===== config.mk =====
export PLATFORM = sky130hd
export DESIGN_NAME = frame_chunk_packetizer_unit
export DESIGN_NICKNAME = d
export VERILOG_FILES = /design/src/rtl/core/fcp_pkg.sv /design/src/rtl/core/fcp_divider.sv /design/src/rtl/core/fcp_datapath.sv /design/src/rtl/core/fcp_ctrl.sv /design/src/rtl/core/frame_chunk_packetizer_unit.sv
export SDC_FILE = /design/constraint.sdc
export NUM_CORES = 1
export LEC_CHECK = 0
export ABC_CLOCK_PERIOD_IN_PS = 11090
export BUFFER_PORTS_ARGS = -buffer_cell sky130_fd_sc_hd__buf_4
export CORE_ASPECT_RATIO = 1.4
export CORE_MARGIN = 3
export CORE_UTILIZATION = 55
export DETAILED_ROUTE_END_ITERATION = 10
export PLACE_DENSITY_LB_ADDON = 0.3
export SYNTH_ARGS = -nofsm -noshare
export SYNTH_HDL_FRONTEND = slang
export SYNTH_SLANG_ARGS = --single-unit

===== constraint.sdc =====
create_clock -name clk_i -period 11.09 [get_ports clk_i]
set_input_delay 1.6635 -clock clk_i [delete_from_list [all_inputs] [get_ports clk_i]]
set_output_delay 1.6635 -clock clk_i [all_outputs]
set_load 0.1 [all_outputs]

===== src/rtl/core/fcp_pkg.sv =====
// Package for the frame chunk packetizer: widths, constants, controller
// states and the command/status bundles shared by all core files.
// No dependencies.
package fcp_pkg;

  // Width of the message length field and the message offset counter.
  localparam int LENGTH_BITS = 24;
  // Chunk index and chunk total counters.
  localparam int CNT_W       = 24;
  localparam int PSIZE_W     = 16;
  localparam int BYTE_W      = 8;
  localparam int WORD_W      = 32;

  localparam int HDR_BYTES   = 13;
  localparam int HDR_IDX_W   = $clog2(HDR_BYTES);
  localparam logic [PSIZE_W-1:0] PAYLOAD_RESET = PSIZE_W'(1400 - HDR_BYTES);

  // Input item: data byte, frame number, type byte, length, padded to bytes.
  localparam int IN_FIELDS_W = BYTE_W + WORD_W + BYTE_W + LENGTH_BITS;
  localparam int IN_DATA_W   = ((IN_FIELDS_W + 7) / 8) * 8;
  localparam int FRAME_LSB   = BYTE_W;
  localparam int TYPE_LSB    = FRAME_LSB + WORD_W;
  localparam int LEN_LSB     = TYPE_LSB + BYTE_W;

  // Divider: (length + payload - 1) needs one bit more than the length.
  localparam int DIVD_W      = LENGTH_BITS + 1;
  localparam int DIV_CNT_W   = $clog2(DIVD_W + 1);

  typedef enum logic [1:0] {
    ST_IDLE,
    ST_DIV,
    ST_HDR,
    ST_DATA
  } fcp_state_e;

  typedef struct packed {
    logic                 take;       // input item accepted this cycle
    logic                 start_msg;  // accepted item opens a message
    logic                 hdr_load;   // load one header byte into the output
    logic [HDR_IDX_W-1:0] hdr_idx;    // header byte position, 0 first
    logic                 data_load;  // load the data byte into the output
  } fcp_cmd_t;

  typedef struct packed {
    logic msg_start;    // message offset is zero
    logic chunk_start;  // byte in chunk is zero
    logic out_free;     // output register can take a byte
    logic div_done;     // chunk total is ready
  } fcp_sts_t;

endpackage


===== src/rtl/core/fcp_divider.sv =====
// Restoring divider, one quotient bit per cycle, for the chunk total.
// Depends on fcp_pkg.
module fcp_divider (
  input  logic                         clk_i,
  input  logic                         rst_ni,
  input  logic                         start_i,
  input  logic [fcp_pkg::DIVD_W-1:0]   dividend_i,
  input  logic [fcp_pkg::PSIZE_W-1:0]  divisor_i,
  output logic                         done_o,
  output logic [fcp_pkg::DIVD_W-1:0]   quotient_o
);
  import fcp_pkg::*;

  logic                 busy_q, busy_d;
  logic                 done_q, done_d;
  logic [DIV_CNT_W-1:0] cnt_q, cnt_d;
  logic [DIVD_W-1:0]    dvd_q, dvd_d;
  logic [PSIZE_W-1:0]   rem_q, rem_d;
  logic [PSIZE_W-1:0]   dsr_q, dsr_d;
  logic [PSIZE_W:0]     rem_sh;
  logic [PSIZE_W:0]     rem_sub;
  logic                 ge;

  // The quotient bits shift into the dividend register as it empties.
  always_comb begin
    rem_sh  = {rem_q, dvd_q[DIVD_W-1]};
    rem_sub = rem_sh - {1'b0, dsr_q};
    ge      = rem_sh >= {1'b0, dsr_q};
    busy_d  = busy_q;
    done_d  = 1'b0;
    cnt_d   = cnt_q;
    dvd_d   = dvd_q;
    rem_d   = rem_q;
    dsr_d   = dsr_q;
    if (start_i) begin
      busy_d = 1'b1;
      cnt_d  = DIV_CNT_W'(DIVD_W);
      dvd_d  = dividend_i;
      rem_d  = '0;
      dsr_d  = divisor_i;
    end else if (busy_q) begin
      rem_d = ge ? rem_sub[PSIZE_W-1:0] : rem_sh[PSIZE_W-1:0];
      dvd_d = {dvd_q[DIVD_W-2:0], ge};
      cnt_d = cnt_q - DIV_CNT_W'(1);
      if (cnt_q == DIV_CNT_W'(1)) begin
        busy_d = 1'b0;
        done_d = 1'b1;
      end
    end
  end

  always_ff @(posedge clk_i or negedge rst_ni) begin
    if (!rst_ni) begin
      busy_q <= 1'b0;
      done_q <= 1'b0;
      cnt_q  <= '0;
    end else begin
      busy_q <= busy_d;
      done_q <= done_d;
      cnt_q  <= cnt_d;
    end
  end

  always_ff @(posedge clk_i) begin
    dvd_q <= dvd_d;
    rem_q <= rem_d;
    dsr_q <= dsr_d;
  end

  assign done_o     = done_q;
  assign quotient_o = dvd_q;

endmodule


===== src/rtl/core/fcp_datapath.sv =====
// Datapath of the packetizer: message latches, chunk counters, header byte
// selection and the output register. Depends on fcp_pkg and fcp_divider.
module fcp_datapath (
  input  logic                           clk_i,
  input  logic                           rst_ni,
  input  logic                           cfg_we_i,
  input  logic [fcp_pkg::PSIZE_W-1:0]    cfg_wdata_i,
  input  logic [fcp_pkg::IN_DATA_W-1:0]  in_data_i,
  input  fcp_pkg::fcp_cmd_t              cmd_i,
  output fcp_pkg::fcp_sts_t              sts_o,
  input  logic                           out_ready_i,
  output logic                           out_valid_o,
  output logic [fcp_pkg::BYTE_W-1:0]     out_byte_o,
  output logic                           out_pkt_last_o,
  output logic                           out_run_last_o
);
  import fcp_pkg::*;

  localparam int HDR_W = HDR_BYTES * BYTE_W;

  logic [PSIZE_W-1:0]     pmax_q;
  logic [PSIZE_W-1:0]     psize;
  logic [LENGTH_BITS-1:0] off_q, off_d;
  logic [CNT_W-1:0]       cnt_q, cnt_d;
  logic [PSIZE_W-1:0]     bic_q, bic_d;
  logic [CNT_W-1:0]       total_q;
  logic [WORD_W-1:0]      frame_q;
  logic [BYTE_W-1:0]      type_q;
  logic [LENGTH_BITS-1:0] len_q;
  logic [BYTE_W-1:0]      data_q;
  logic [LENGTH_BITS-1:0] len_in;
  logic [LENGTH_BITS-1:0] len_in_eff;
  logic [LENGTH_BITS-1:0] len_eff;
  logic [DIVD_W-1:0]      dividend;
  logic                   div_done;
  logic [DIVD_W-1:0]      quotient;
  logic                   pkt_end;
  logic                   msg_end;
  logic [HDR_W-1:0]       hdr_vec;
  logic [HDR_IDX_W-1:0]   hdr_rev;
  logic [BYTE_W-1:0]      hdr_byte;
  logic                   ovalid_q, ovalid_d;
  logic [BYTE_W-1:0]      obyte_q;
  logic                   oplast_q;
  logic                   orlast_q;

  // A payload size of zero acts as one, and so does a zero length.
  assign psize      = (pmax_q == '0) ? PSIZE_W'(1) : pmax_q;
  assign len_in     = in_data_i[LEN_LSB +: LENGTH_BITS];
  assign len_in_eff = (len_in == '0) ? LENGTH_BITS'(1) : len_in;
  assign len_eff    = (len_q == '0) ? LENGTH_BITS'(1) : len_q;
  assign dividend   = DIVD_W'(len_in_eff) + DIVD_W'(psize) - DIVD_W'(1);

  fcp_divider u_div (
    .clk_i      (clk_i),
    .rst_ni     (rst_ni),
    .start_i    (cmd_i.start_msg),
    .dividend_i (dividend),
    .divisor_i  (psize),
    .done_o     (div_done),
    .quotient_o (quotient)
  );

  assign pkt_end = ({1'b0, bic_q} + (PSIZE_W+1)'(1)) >= {1'b0, psize};
  assign msg_end = ({1'b0, off_q} + (LENGTH_BITS+1)'(1)) >= {1'b0, len_eff};

  // Header: frame number, chunk index, chunk total (big-endian), type byte.
  assign hdr_vec  = {frame_q, WORD_W'(cnt_q), WORD_W'(total_q), type_q};
  assign hdr_rev  = HDR_IDX_W'(HDR_BYTES - 1) - cmd_i.hdr_idx;
  assign hdr_byte = hdr_vec[{hdr_rev, 3'b000} +: BYTE_W];

  always_comb begin
    off_d = off_q;
    cnt_d = cnt_q;
    bic_d = bic_q;
    if (cmd_i.start_msg) begin
      cnt_d = '0;
      bic_d = '0;
    end else if (cmd_i.data_load) begin
      if (msg_end) begin
        off_d = '0;
        cnt_d = '0;
        bic_d = '0;
      end else begin
        off_d = off_q + LENGTH_BITS'(1);
        if (pkt_end) begin
          bic_d = '0;
          cnt_d = cnt_q + CNT_W'(1);
        end else begin
          bic_d = bic_q + PSIZE_W'(1);
        end
      end
    end
  end

  always_comb begin
    ovalid_d = ovalid_q;
    if (cmd_i.hdr_load || cmd_i.data_load) begin
      ovalid_d = 1'b1;
    end else if (out_ready_i) begin
      ovalid_d = 1'b0;
    end
  end

  always_ff @(posedge clk_i or negedge rst_ni) begin
    if (!rst_ni) begin
      pmax_q   <= PAYLOAD_RESET;
      off_q    <= '0;
      cnt_q    <= '0;
      bic_q    <= '0;
      total_q  <= '0;
      frame_q  <= '0;
      type_q   <= '0;
      len_q    <= '0;
      ovalid_q <= 1'b0;
    end else begin
      if (cfg_we_i) begin
        pmax_q <= cfg_wdata_i;
      end
      off_q    <= off_d;
      cnt_q    <= cnt_d;
      bic_q    <= bic_d;
      ovalid_q <= ovalid_d;
      if (cmd_i.start_msg) begin
        frame_q <= in_data_i[FRAME_LSB +: WORD_W];
        type_q  <= in_data_i[TYPE_LSB +: BYTE_W];
        len_q   <= len_in;
      end
      if (div_done) begin
        total_q <= quotient[CNT_W-1:0];
      end
    end
  end

  always_ff @(posedge clk_i) begin
    if (cmd_i.take) begin
      data_q <= in_data_i[BYTE_W-1:0];
    end
    if (cmd_i.hdr_load) begin
      obyte_q  <= hdr_byte;
      oplast_q <= 1'b0;
      orlast_q <= 1'b0;
    end else if (cmd_i.data_load) begin
      obyte_q  <= data_q;
      oplast_q <= pkt_end || msg_end;
      orlast_q <= 1'b1;
    end
  end

  assign sts_o.msg_start   = (off_q == '0);
  assign sts_o.chunk_start = (bic_q == '0);
  assign sts_o.out_free    = !ovalid_q || out_ready_i;
  assign sts_o.div_done    = div_done;

  assign out_valid_o    = ovalid_q;
  assign out_byte_o     = obyte_q;
  assign out_pkt_last_o = oplast_q;
  assign out_run_last_o = orlast_q;

endmodule


===== src/rtl/core/fcp_ctrl.sv =====
// Controller of the packetizer: accepts an item, waits for the chunk total,
// steps through the header bytes and releases the data byte. Depends on fcp_pkg.
module fcp_ctrl (
  input  logic               clk_i,
  input  logic               rst_ni,
  input  logic               in_valid_i,
  output logic               in_ready_o,
  input  fcp_pkg::fcp_sts_t  sts_i,
  output fcp_pkg::fcp_cmd_t  cmd_o
);
  import fcp_pkg::*;

  fcp_state_e           state_q, state_d;
  logic [HDR_IDX_W-1:0] idx_q, idx_d;

  always_ff @(posedge clk_i or negedge rst_ni) begin
    if (!rst_ni) begin
      state_q <= ST_IDLE;
      idx_q   <= '0;
    end else begin
      state_q <= state_d;
      idx_q   <= idx_d;
    end
  end

  always_comb begin
    state_d         = state_q;
    idx_d           = idx_q;
    in_ready_o      = 1'b0;
    cmd_o.take      = 1'b0;
    cmd_o.start_msg = 1'b0;
    cmd_o.hdr_load  = 1'b0;
    cmd_o.hdr_idx   = idx_q;
    cmd_o.data_load = 1'b0;
    unique case (state_q)
      ST_IDLE: begin
        in_ready_o = 1'b1;
        if (in_valid_i) begin
          cmd_o.take      = 1'b1;
          cmd_o.start_msg = sts_i.msg_start;
          idx_d           = '0;
          if (sts_i.msg_start) begin
            state_d = ST_DIV;
          end else if (sts_i.chunk_start) begin
            state_d = ST_HDR;
          end else begin
            state_d = ST_DATA;
          end
        end
      end
      ST_DIV: begin
        // A new message always opens with a chunk header.
        if (sts_i.div_done) begin
          state_d = ST_HDR;
        end
      end
      ST_HDR: begin
        if (sts_i.out_free) begin
          cmd_o.hdr_load = 1'b1;
          if (idx_q == HDR_IDX_W'(HDR_BYTES - 1)) begin
            idx_d   = '0;
            state_d = ST_DATA;
          end else begin
            idx_d = idx_q + HDR_IDX_W'(1);
          end
        end
      end
      ST_DATA: begin
        if (sts_i.out_free) begin
          cmd_o.data_load = 1'b1;
          state_d         = ST_IDLE;
        end
      end
      default: begin
        state_d = ST_IDLE;
      end
    endcase
  end

endmodule


===== src/rtl/core/frame_chunk_packetizer_unit.sv =====
// Frame chunk packetizer: cuts a byte stream into packets with 13-byte headers.
// Mid-chunk an item is accepted and latched, and its byte then enters the output register
// once the output is free. A chunk start first adds the 13 header bytes, and a message
// start also adds the divider run for the chunk total before them. The next item is taken
// only after the data byte is loaded. Output stalls hold the header and data steps.
// Reset (rst_ni low, async) clears all counters and latches and sets the payload size to 1387.
module frame_chunk_packetizer_unit (
  input  logic                           clk_i,
  input  logic                           rst_ni,
  input  logic                           cfg_we_i,
  input  logic [fcp_pkg::PSIZE_W-1:0]    cfg_wdata_i,    // chunk_payload_max
  input  logic                           s_axis_tvalid_i,
  output logic                           s_axis_tready_o,
  // data_byte [7:0], frame_number [39:8], payload_type [47:40],
  // payload_length [71:48]
  input  logic [fcp_pkg::IN_DATA_W-1:0]  s_axis_tdata_i,
  output logic                           m_axis_tvalid_o,
  input  logic                           m_axis_tready_i,
  output logic [fcp_pkg::BYTE_W-1:0]     m_axis_tdata_o, // out_byte [7:0]
  output logic                           m_axis_tlast_o, // packet_last
  output logic                           m_axis_tuser_o  // run_last [0]
);
  import fcp_pkg::*;

  fcp_cmd_t cmd;
  fcp_sts_t sts;

  fcp_ctrl u_ctrl (
    .clk_i      (clk_i),
    .rst_ni     (rst_ni),
    .in_valid_i (s_axis_tvalid_i),
    .in_ready_o (s_axis_tready_o),
    .sts_i      (sts),
    .cmd_o      (cmd)
  );

  fcp_datapath u_dp (
    .clk_i          (clk_i),
    .rst_ni         (rst_ni),
    .cfg_we_i       (cfg_we_i),
    .cfg_wdata_i    (cfg_wdata_i),
    .in_data_i      (s_axis_tdata_i),
    .cmd_i          (cmd),
    .sts_o          (sts),
    .out_ready_i    (m_axis_tready_i),
    .out_valid_o    (m_axis_tvalid_o),
    .out_byte_o     (m_axis_tdata_o),
    .out_pkt_last_o (m_axis_tlast_o),
    .out_run_last_o (m_axis_tuser_o)
  );

  // Each accepted item is worked off before the next one is taken.
  assert property (@(posedge clk_i) disable iff (!rst_ni)
    cmd.take |=> !cmd.take)
    else $error("item accepted in consecutive cycles");

  // A byte is never loaded over one that is still waiting downstream.
  assert property (@(posedge clk_i) disable iff (!rst_ni)
    (cmd.hdr_load || cmd.data_load) |-> sts.out_free)
    else $error("output byte overwritten");

  // The data byte closes the results of its item.
  assert property (@(posedge clk_i) disable iff (!rst_ni)
    cmd.data_load |=> (m_axis_tvalid_o && m_axis_tuser_o))
    else $error("data byte not flagged as the item's last result");

endmodule


==> impl_summary.md, run 1 <==
Status
The run finished, with violations left. The checks that failed: design-rule violations.

Die
The initial utilization of the core area, before any placement, comes to 56.2%. The die area is 30,400 um^2. approximately 110 I/O pins were placed. The area of the placeable core is 27,700 um^2. The die boundary height is 205 um.

From left edge to right edge, the die measures 148 um. The floorplan has a little over 70 rows.

Finish
The post-layout instance count excluding filler cells is 2,177. The growth of design area from synthesis to finish is 11.8%. The layout net count is approximately 2,000.

The post-route standard cell area excluding fillers is 17,400 um^2. The number of fill cells in the layout is 2,395. Of the cells placed in the final design, the portion with a size suffix greater than 1 is between 10% and 20%.

Leaving out fill and tap cells, the most frequent cells in the layout are sky130_fd_sc_hd__nand2_1, sky130_fd_sc_hd__dfrtp_1, sky130_fd_sc_hd__o21ai_0. The library cell used most frequently in the layout, excluding fill and tap cells, is sky130_fd_sc_hd__nand2_1. The antenna diode instance count is 0.

Synth
A synthesized cell averages approximately 9.0 um^2. In this run, synthesis inferred 57 flip-flops with an integrated enable. For this run, the number of Yosys warnings is 0.

Among all flip-flop cells after synthesis, the most frequent one is sky130_fd_sc_hd__dfrtp_1. The post-synthesis instance total is 1,738. Synthesis instantiated 65 different standard cells from the library. Of all flip-flops after synthesis, the portion carrying an async set or reset was 70.8%. The combined area of all synthesized cells is between 15,000 and 20,000 um^2. The share of the yosys chip area belonging to registers is roughly 43%.

The count of state elements after synthesis is 257. The net count of the mapped netlist is 1,945.

Setup path
STA classifies the critical path endpoint as a flip-flop. The critical path is of the flip-flop to flip-flop type. The signal arrival time at the worst endpoint is 6000 ps.

At the worst endpoint, the required time is 11,550 ps. The nature of the critical path startpoint is a flip-flop. Of all nets on the critical path, the largest fanout is 29. The worst register-to-register path has a setup slack of 5540 ps.

Clocking
The master cell of the clock root buffer is sky130_fd_sc_hd__clkbuf_16. At the later pin of the worst-skew pair, clock insertion delay measures 540 ps. The clock tree buffer depth is 3. Clock tree synthesis inserted a total of 26 buffers.

The number of gates resized after CTS was 0. The post-CTS setup buffer count is 0. The count of hold-fix buffers inserted at cts is 0. The clock tree from TritonCTS is built. CTS built an H-tree with a depth of 1.

The clock transition at the registers of the reported paths is 70 ps. The sink count of the clock tree is 257.

Global routing
Global routing used 26.0% of the available tracks across all layers. The total global routing overflow is 0. The number of antenna violations at the first check in global routing is 0. The first global-routing pass estimated 64,900 um of wire. The largest net degree at the start of global routing is approximately 110. The number of global-route vias before repair came to ~13,000.

Timing
In the final timing run, aggregate negative setup slack is 0 ps. The worst pin sits at a relative slew slack of roughly 19%. The measured slew at the worst slew-check pin is 1210 ps. Setup slack closes at 5540 ps. The maximum clock skew at final layout is 17.5 ps. The final-report hold violation count is 0. Setup violations remaining at the end of the flow were counted as 0.

The post-route fraction of the period consumed by the critical path is 50.0%. Setup repair after global routing left no endpoint under its margin. The final-report max-slew violation count came to 0.

The worst path in the final design needs a cycle of 5550 ps, including I/O delays and setup. Based on the critical path, the design can be clocked at up to roughly 0.18 GHz.

Route
The wire length after detailed routing is 39,600 um. The initial DRC count is ~960. The number of nets still failing antenna checks after routing is 0. The number of iterations in the first detailed-routing pass is 8. The post-detailed-route DRC marker count is 1. The routed layout has about 13,000 vias. Dividing the detail-routed wire length by the instance count gives 18.2 um.

The via-per-instance ratio is 5.87.

Power
For this design the static power due to leakage is a little over 8 nW. Dividing total power by cell area gives a power density of 239 nW/um^2. The largest voltage drop on the vdd net is 0.163 mV.

Placed design
Before CTS, the worst setup slack after placement is 5440 ps. Routability-driven placement finished with a final weighted congestion of between 0.9 and 1. Port buffering added between 100 and 150 buffers.

The placed standard-cell area is ~17,000 um^2. The sum of net half-perimeters after detailed placement is 28,800 um. In this run, placement finished with an instance count of 2,129.

Run
Across the run, the number of max-cap violations was 0.

Hold path
The type of the worst min-delay path is flip-flop to flip-flop.
cells by family (layout without fill, tap and decap cells):
group	count (synthesis)	count (layout)	share of synthesized area (%)
and+or+nand+nor	567	567	16.8
AOI/OAI and AO/OA	423	423	16.2
DFF	257	257	42.6
buffers and inverters	237	306	5.86
adders and majority gates	114	114	9.25
xor gates and xnor gates	72	72	4.05
muxes	68	68	5.36
power breakdown:
part           internal [W]  switching, W  leakage (nW)
clock              0.000523      0.000378         0.418
sequential          0.00131      0.000221          2.97
combinational      0.000654       0.00108          4.70
critical path, stage by stage, from the launching register on:
cell,delay [ps]
sky130_fd_sc_hd__dfrtp_1,480
sky130_fd_sc_hd__nand3_1,240
sky130_fd_sc_hd__nor4_2,480
sky130_fd_sc_hd__nand3_1,200
sky130_fd_sc_hd__nor2_2,250
sky130_fd_sc_hd__nand2_1,110
sky130_fd_sc_hd__nor2_1,130
sky130_fd_sc_hd__nand2_1,100
sky130_fd_sc_hd__xnor2_1,150
sky130_fd_sc_hd__ha_1,310
sky130_fd_sc_hd__a21o_1,180
sky130_fd_sc_hd__a21o_1,180
sky130_fd_sc_hd__a221oi_2,250
sky130_fd_sc_hd__o211ai_1,120
sky130_fd_sc_hd__a31o_1,450
sky130_fd_sc_hd__buf_4,360
sky130_fd_sc_hd__or2_1,390
sky130_fd_sc_hd__nor2b_1,720
sky130_fd_sc_hd__nand3b_1,170
sky130_fd_sc_hd__a21oi_1,190
sequential cells by signal, indices dropped and copies added (netlist names), 16 cells and up:
| register | flops |
|---|---|
| u_dp.bic_q | 16 |
| u_dp.total_q | 24 |
| u_dp.u_div.dsr_q | 16 |
| u_dp.pmax_q | 16 |
| u_dp.frame_q | 32 |
| u_dp.cnt_q | 24 |
| u_dp.len_q | 24 |
| u_dp.u_div.quotient_o | 25 |
| u_dp.off_q | 24 |
| u_dp.u_div.rem_q | 16 |
area by class of cell:
type | instances | area [um^2] | share of cell area [%]
clock inverters | 13 | 146 | 0.840
inverters | 141 | 532 | 3.05
flip-flops and latches | 257 | 6640 | 38.1
repair buffers | 117 | 882 | 5.06
multi-input cells | 1244 | 8050 | 46.2
well taps | 370 | 463 | 2.66
clock buffers | 35 | 716 | 4.11
through the flow:
stage	hold slack, ps	utilization (%)	power, W
after detailed placement	456	59.7	0.00326
after CTS	478	62.8	0.00418
after global placement	452	59.7	0.00320
after global routing	496	62.8	0.00444
after floorplan	438	-	0.00278
final	474	62.8	0.00417
per-layer routing:
| layer | GRT usage, % | wire length, um | up-vias |
|---|---|---|---|
| li1 | - | - | 6146 |
| met1 | 33.9 | 16700 | 6153 |
| met2 | 44.4 | 19500 | 392 |
| met3 | 3.13 | 1810 | 87 |
| met4 | 10.6 | 1600 | 0 |
| met5 | 0 | 0 | - |
final timing paths:
path                                       start                  end  depth (start not counted)
worst max-delay path               u_dp.off_q[5]       u_dp.cnt_q[17]                         19
worst min-delay path            u_dp.frame_q[25]     u_dp.frame_q[25]                          2
worst max register to register     u_dp.off_q[5]       u_dp.cnt_q[17]                         19
worst min register to register  u_dp.frame_q[25]     u_dp.frame_q[25]                          2
max in group asynchronous                 rst_ni      u_ctrl.idx_q[0]                          2
min in group asynchronous                 rst_ni  u_dp.u_div.cnt_q[3]                          1
synthesized netlist by cell type, drive strengths merged (8+ instances only):
cell,n,area [um^2]
a21o,37,278
a21oi,111,556
a22o,9,78.8
a22oi,9,67.6
a31oi,31,194
a41oi,11,96.3
and3,11,68.8
buf,20,98.9
clkbuf,76,285
dfrtp,175,4380
dfxtp,18,360
edfxtp,57,1710
ha,112,1400
inv,141,529
mux2,44,495
mux2i,16,160
mux4,8,180
nand2,286,1070
nand2b,12,75.1
nand3,33,170
nand3b,8,60.1
nand4,24,150
nor2,97,372
nor3,16,85.1
nor3b,11,82.6
nor4,19,140
o211ai,8,60.1
o21ai,159,800
o31ai,11,82.6
or3,21,131
xnor2,39,342
xor2,33,289
No activity file was read; power rests on OpenSTA's default activity.
==> inputs of run 2 (changes only) <==
Settings changed: ABC_CLOCK_PERIOD_IN_PS 11090 to 5300.
Clock period 11.09 ns to 5.3 ns, I/O delays scaled along.
==> impl_summary.md, run 2 (synthesis results as in run 1) <==
Clocking
In this run the deepest clock path goes through 3 buffers. Clock tree synthesis inserted a total of 28 buffers. Clock tree synthesis found a total of 257 sinks.

The master cell of the clock root buffer is sky130_fd_sc_hd__clkbuf_16. Buffers added to address setup during post-CTS repair amount to 0. Clock latency on the worst-skew pair, taken at its later pin, is 560 ps. TritonCTS built the clock tree. The clock transition at the registers of the reported paths is 70 ps. CTS built an H-tree with a depth of 1. The count of hold-fix buffers inserted at cts is 0.

Die
The region available for standard cell placement spans 27,700 um^2. The boundary pin count is 105. The die covers just over 30,000 um^2. After floorplanning, the core was divided into between 70 and 80 placement rows.

The initial core utilization is 56.2%. The die span in x is about 150 um. The die boundary height is 205 um.

Route
The via total after detailed routing is 12,800. Dividing the detail-routed wire length by the instance count gives about 18 um. The first detailed-routing pass ran for 5 iterations. The routed design has 39,100 um of wire. For this block, the initial DRC count from the detailed router was 950. The post-detailed-route DRC marker count is 0.

The number of nets still failing antenna checks after routing is 0. The via-per-instance ratio is between 5 and 6.

Power
Power comes to approximately 0.009 W. Dividing total power by cell area gives a power density of 511 nW/um^2. The analysis attributes to cell leakage a power of just over 8 nW. The largest voltage drop on the vdd net is 0.348 mV.

Timing
Setup total negative slack on the finished layout was measured at 0 ps. Setup repair after global routing left no endpoint under its margin. Setup violations remaining at the end of the flow were counted as 0. The normalized max-slew margin is 25.9%. The final-report hold violation count was 0. The final-report max-slew violation count came to 0. The achievable clock frequency is 0.204 GHz.

After layout, the worst path uses between 90% and 100% of the clock period. The routed design could run at a clock period as short as 4900 ps. For the pin with the worst max-slew slack, the measured transition is about 1100 ps. The maximum clock skew at final layout is 24.0 ps.

Placed design
The sum of net half-perimeters after detailed placement is 28,100 um. The routability-driven placement congestion ratio is 0.879. The count of buffers from port buffering is about 100.

Setup path
The most used cell along the critical path is sky130_fd_sc_hd__nand3_1. The signal arrival time at the worst endpoint is 5370 ps. The setup path with the least slack is of type flip-flop to flip-flop.

The worst path required time is between 5000 and 6000 ps. The nature of the critical path startpoint is a flip-flop. The largest driver fanout on the critical path is 15. Walking the worst path, the cells encountered are nand3_1 > nor4_4 > nand3_1 > nor2_2 > nand2_1 > nor3b_1 > xor2_1 > ha_1 > and4_1 > a221oi_2 > o211ai_1 > a31o_1 > or2_1 > nor2b_1 > buf_4 > nand3b_1 > a21oi_1. The slowest stage of the critical path belongs to the cell sky130_fd_sc_hd__dfrtp_1. For this run, the slowest stage of the critical path takes 480 ps.

The endpoint kind of the worst setup timing path is a flip-flop.

Finish
In the final layout, the share of cells above drive strength 1 is 13.6%. The combined area of the multi-input logic cells is 8060 um^2. The layout net count is 2,002. The growth of design area from synthesis to finish is 13.5%. The register name with the most flops is u_dp.frame_q. The flip-flop count of the largest register after layout is 32.

The most common cell after layout, fill and taps aside is sky130_fd_sc_hd__nand2_1. Counting the fill cells in the layout gives between 2,000 and 2,500. In the layout the commonest cells are sky130_fd_sc_hd__nand2_1, sky130_fd_sc_hd__dfrtp_1, sky130_fd_sc_hd__o21ai_0. The register area is approximately 6600 um^2. The antenna diode instance count is 0. The share of the core filled with cells in the final layout is 63.8%.

Global routing
The first global-routing pass estimated 63,400 um of wire. After global routing the overflow that remains totals 0. The number of antenna violations at the first check in global routing came to 0. The number of global-route vias before repair is about 13,000. The total routing resource utilization after global routing is 25.5%.

Entering global routing, the biggest net connects roughly 180 pins.

Hold path
The worst hold path belongs to the class input port to flip-flop.

Status
The run finished with clean final reports.

Run
Across the run, the number of max-cap violations was 0.
-- run 2: metal layers --
metal	part of all wire [%]	vias to the layer above	wire length [um]	GRT usage, %
li1	-	6179	-	-
met1	41	6092	16200	32.7
met2	49	410	19300	43.7
met3	4.9	97	1900	2.67
met4	4.6	0	1790	11.5
met5	0	-	0	0
-- run 2: critical path: cells and delay by family (launching register included) --
kind	cells	cell delay [ps]
XOR/XNOR	1	250
buffers and inverters	1	220
AO/OA/AOI/OAI	4	920
adder cells (fa/ha/maj)	1	290
AND/OR/NAND/NOR	10	2650
flip-flops	1	480
-- run 2: cell type report --
class | instances | area share (%)
Multi-Input combinational cell | 1244 | 45.6
Sequential cell | 257 | 37.5
Timing Repair Buffer | 123 | 5.31
Clock buffer | 30 | 4.12
Inverter | 141 | 3.01
Tap cell | 370 | 2.62
Clock inverter | 22 | 1.86
-- run 2: path summary, 6_finish.rpt --
kind | depth (start not counted) | slack (ps) | startpoint | endpoint
min in group asynchronous | 2 | 450 | rst_ni | u_dp.u_div.cnt_q[2]
min reg2reg | 2 | 470 | u_dp.frame_q[25] | u_dp.frame_q[25]
max | 17 | 400 | u_dp.off_q[5] | u_dp.cnt_q[4]
max in group asynchronous | 2 | 4120 | rst_ni | u_dp.off_q[13]
min | 1 | 410 | s_axis_tdata_i[1] | u_dp.data_q[1]
max reg2reg | 17 | 400 | u_dp.off_q[5] | u_dp.cnt_q[4]
-- run 2: metrics by stage --
| step | cell area [um^2] | instances | setup WS (ps) | hold WS (ps) |
|---|---|---|---|---|
| floorplan | 15600 | 1738 | 1190 | 438 |
| global placement | 16600 | 2135 | 642 | 451 |
| detailed placement | 16600 | 2135 | 506 | 457 |
| CTS | 17700 | 2187 | 457 | 388 |
| global route | 17700 | 2187 | 42.8 | 393 |
| finish | 17700 | 2187 | 397 | 411 |
-- run 2: power by group --
part / switching, W / leakage [nW] / internal, W / total, W
registers: 0.000412 / 2.97 / 0.00275 / 0.00316
logic: 0.00227 / 4.75 / 0.00139 / 0.00366
clock network: 0.000840 / 0.510 / 0.00139 / 0.00223
-- run 2: what timing repair did --
item	4_1_cts	5_1_grt
endpoints found under the setup margin	0	1
endpoints found under the hold margin	0	0
resized for setup	0	1
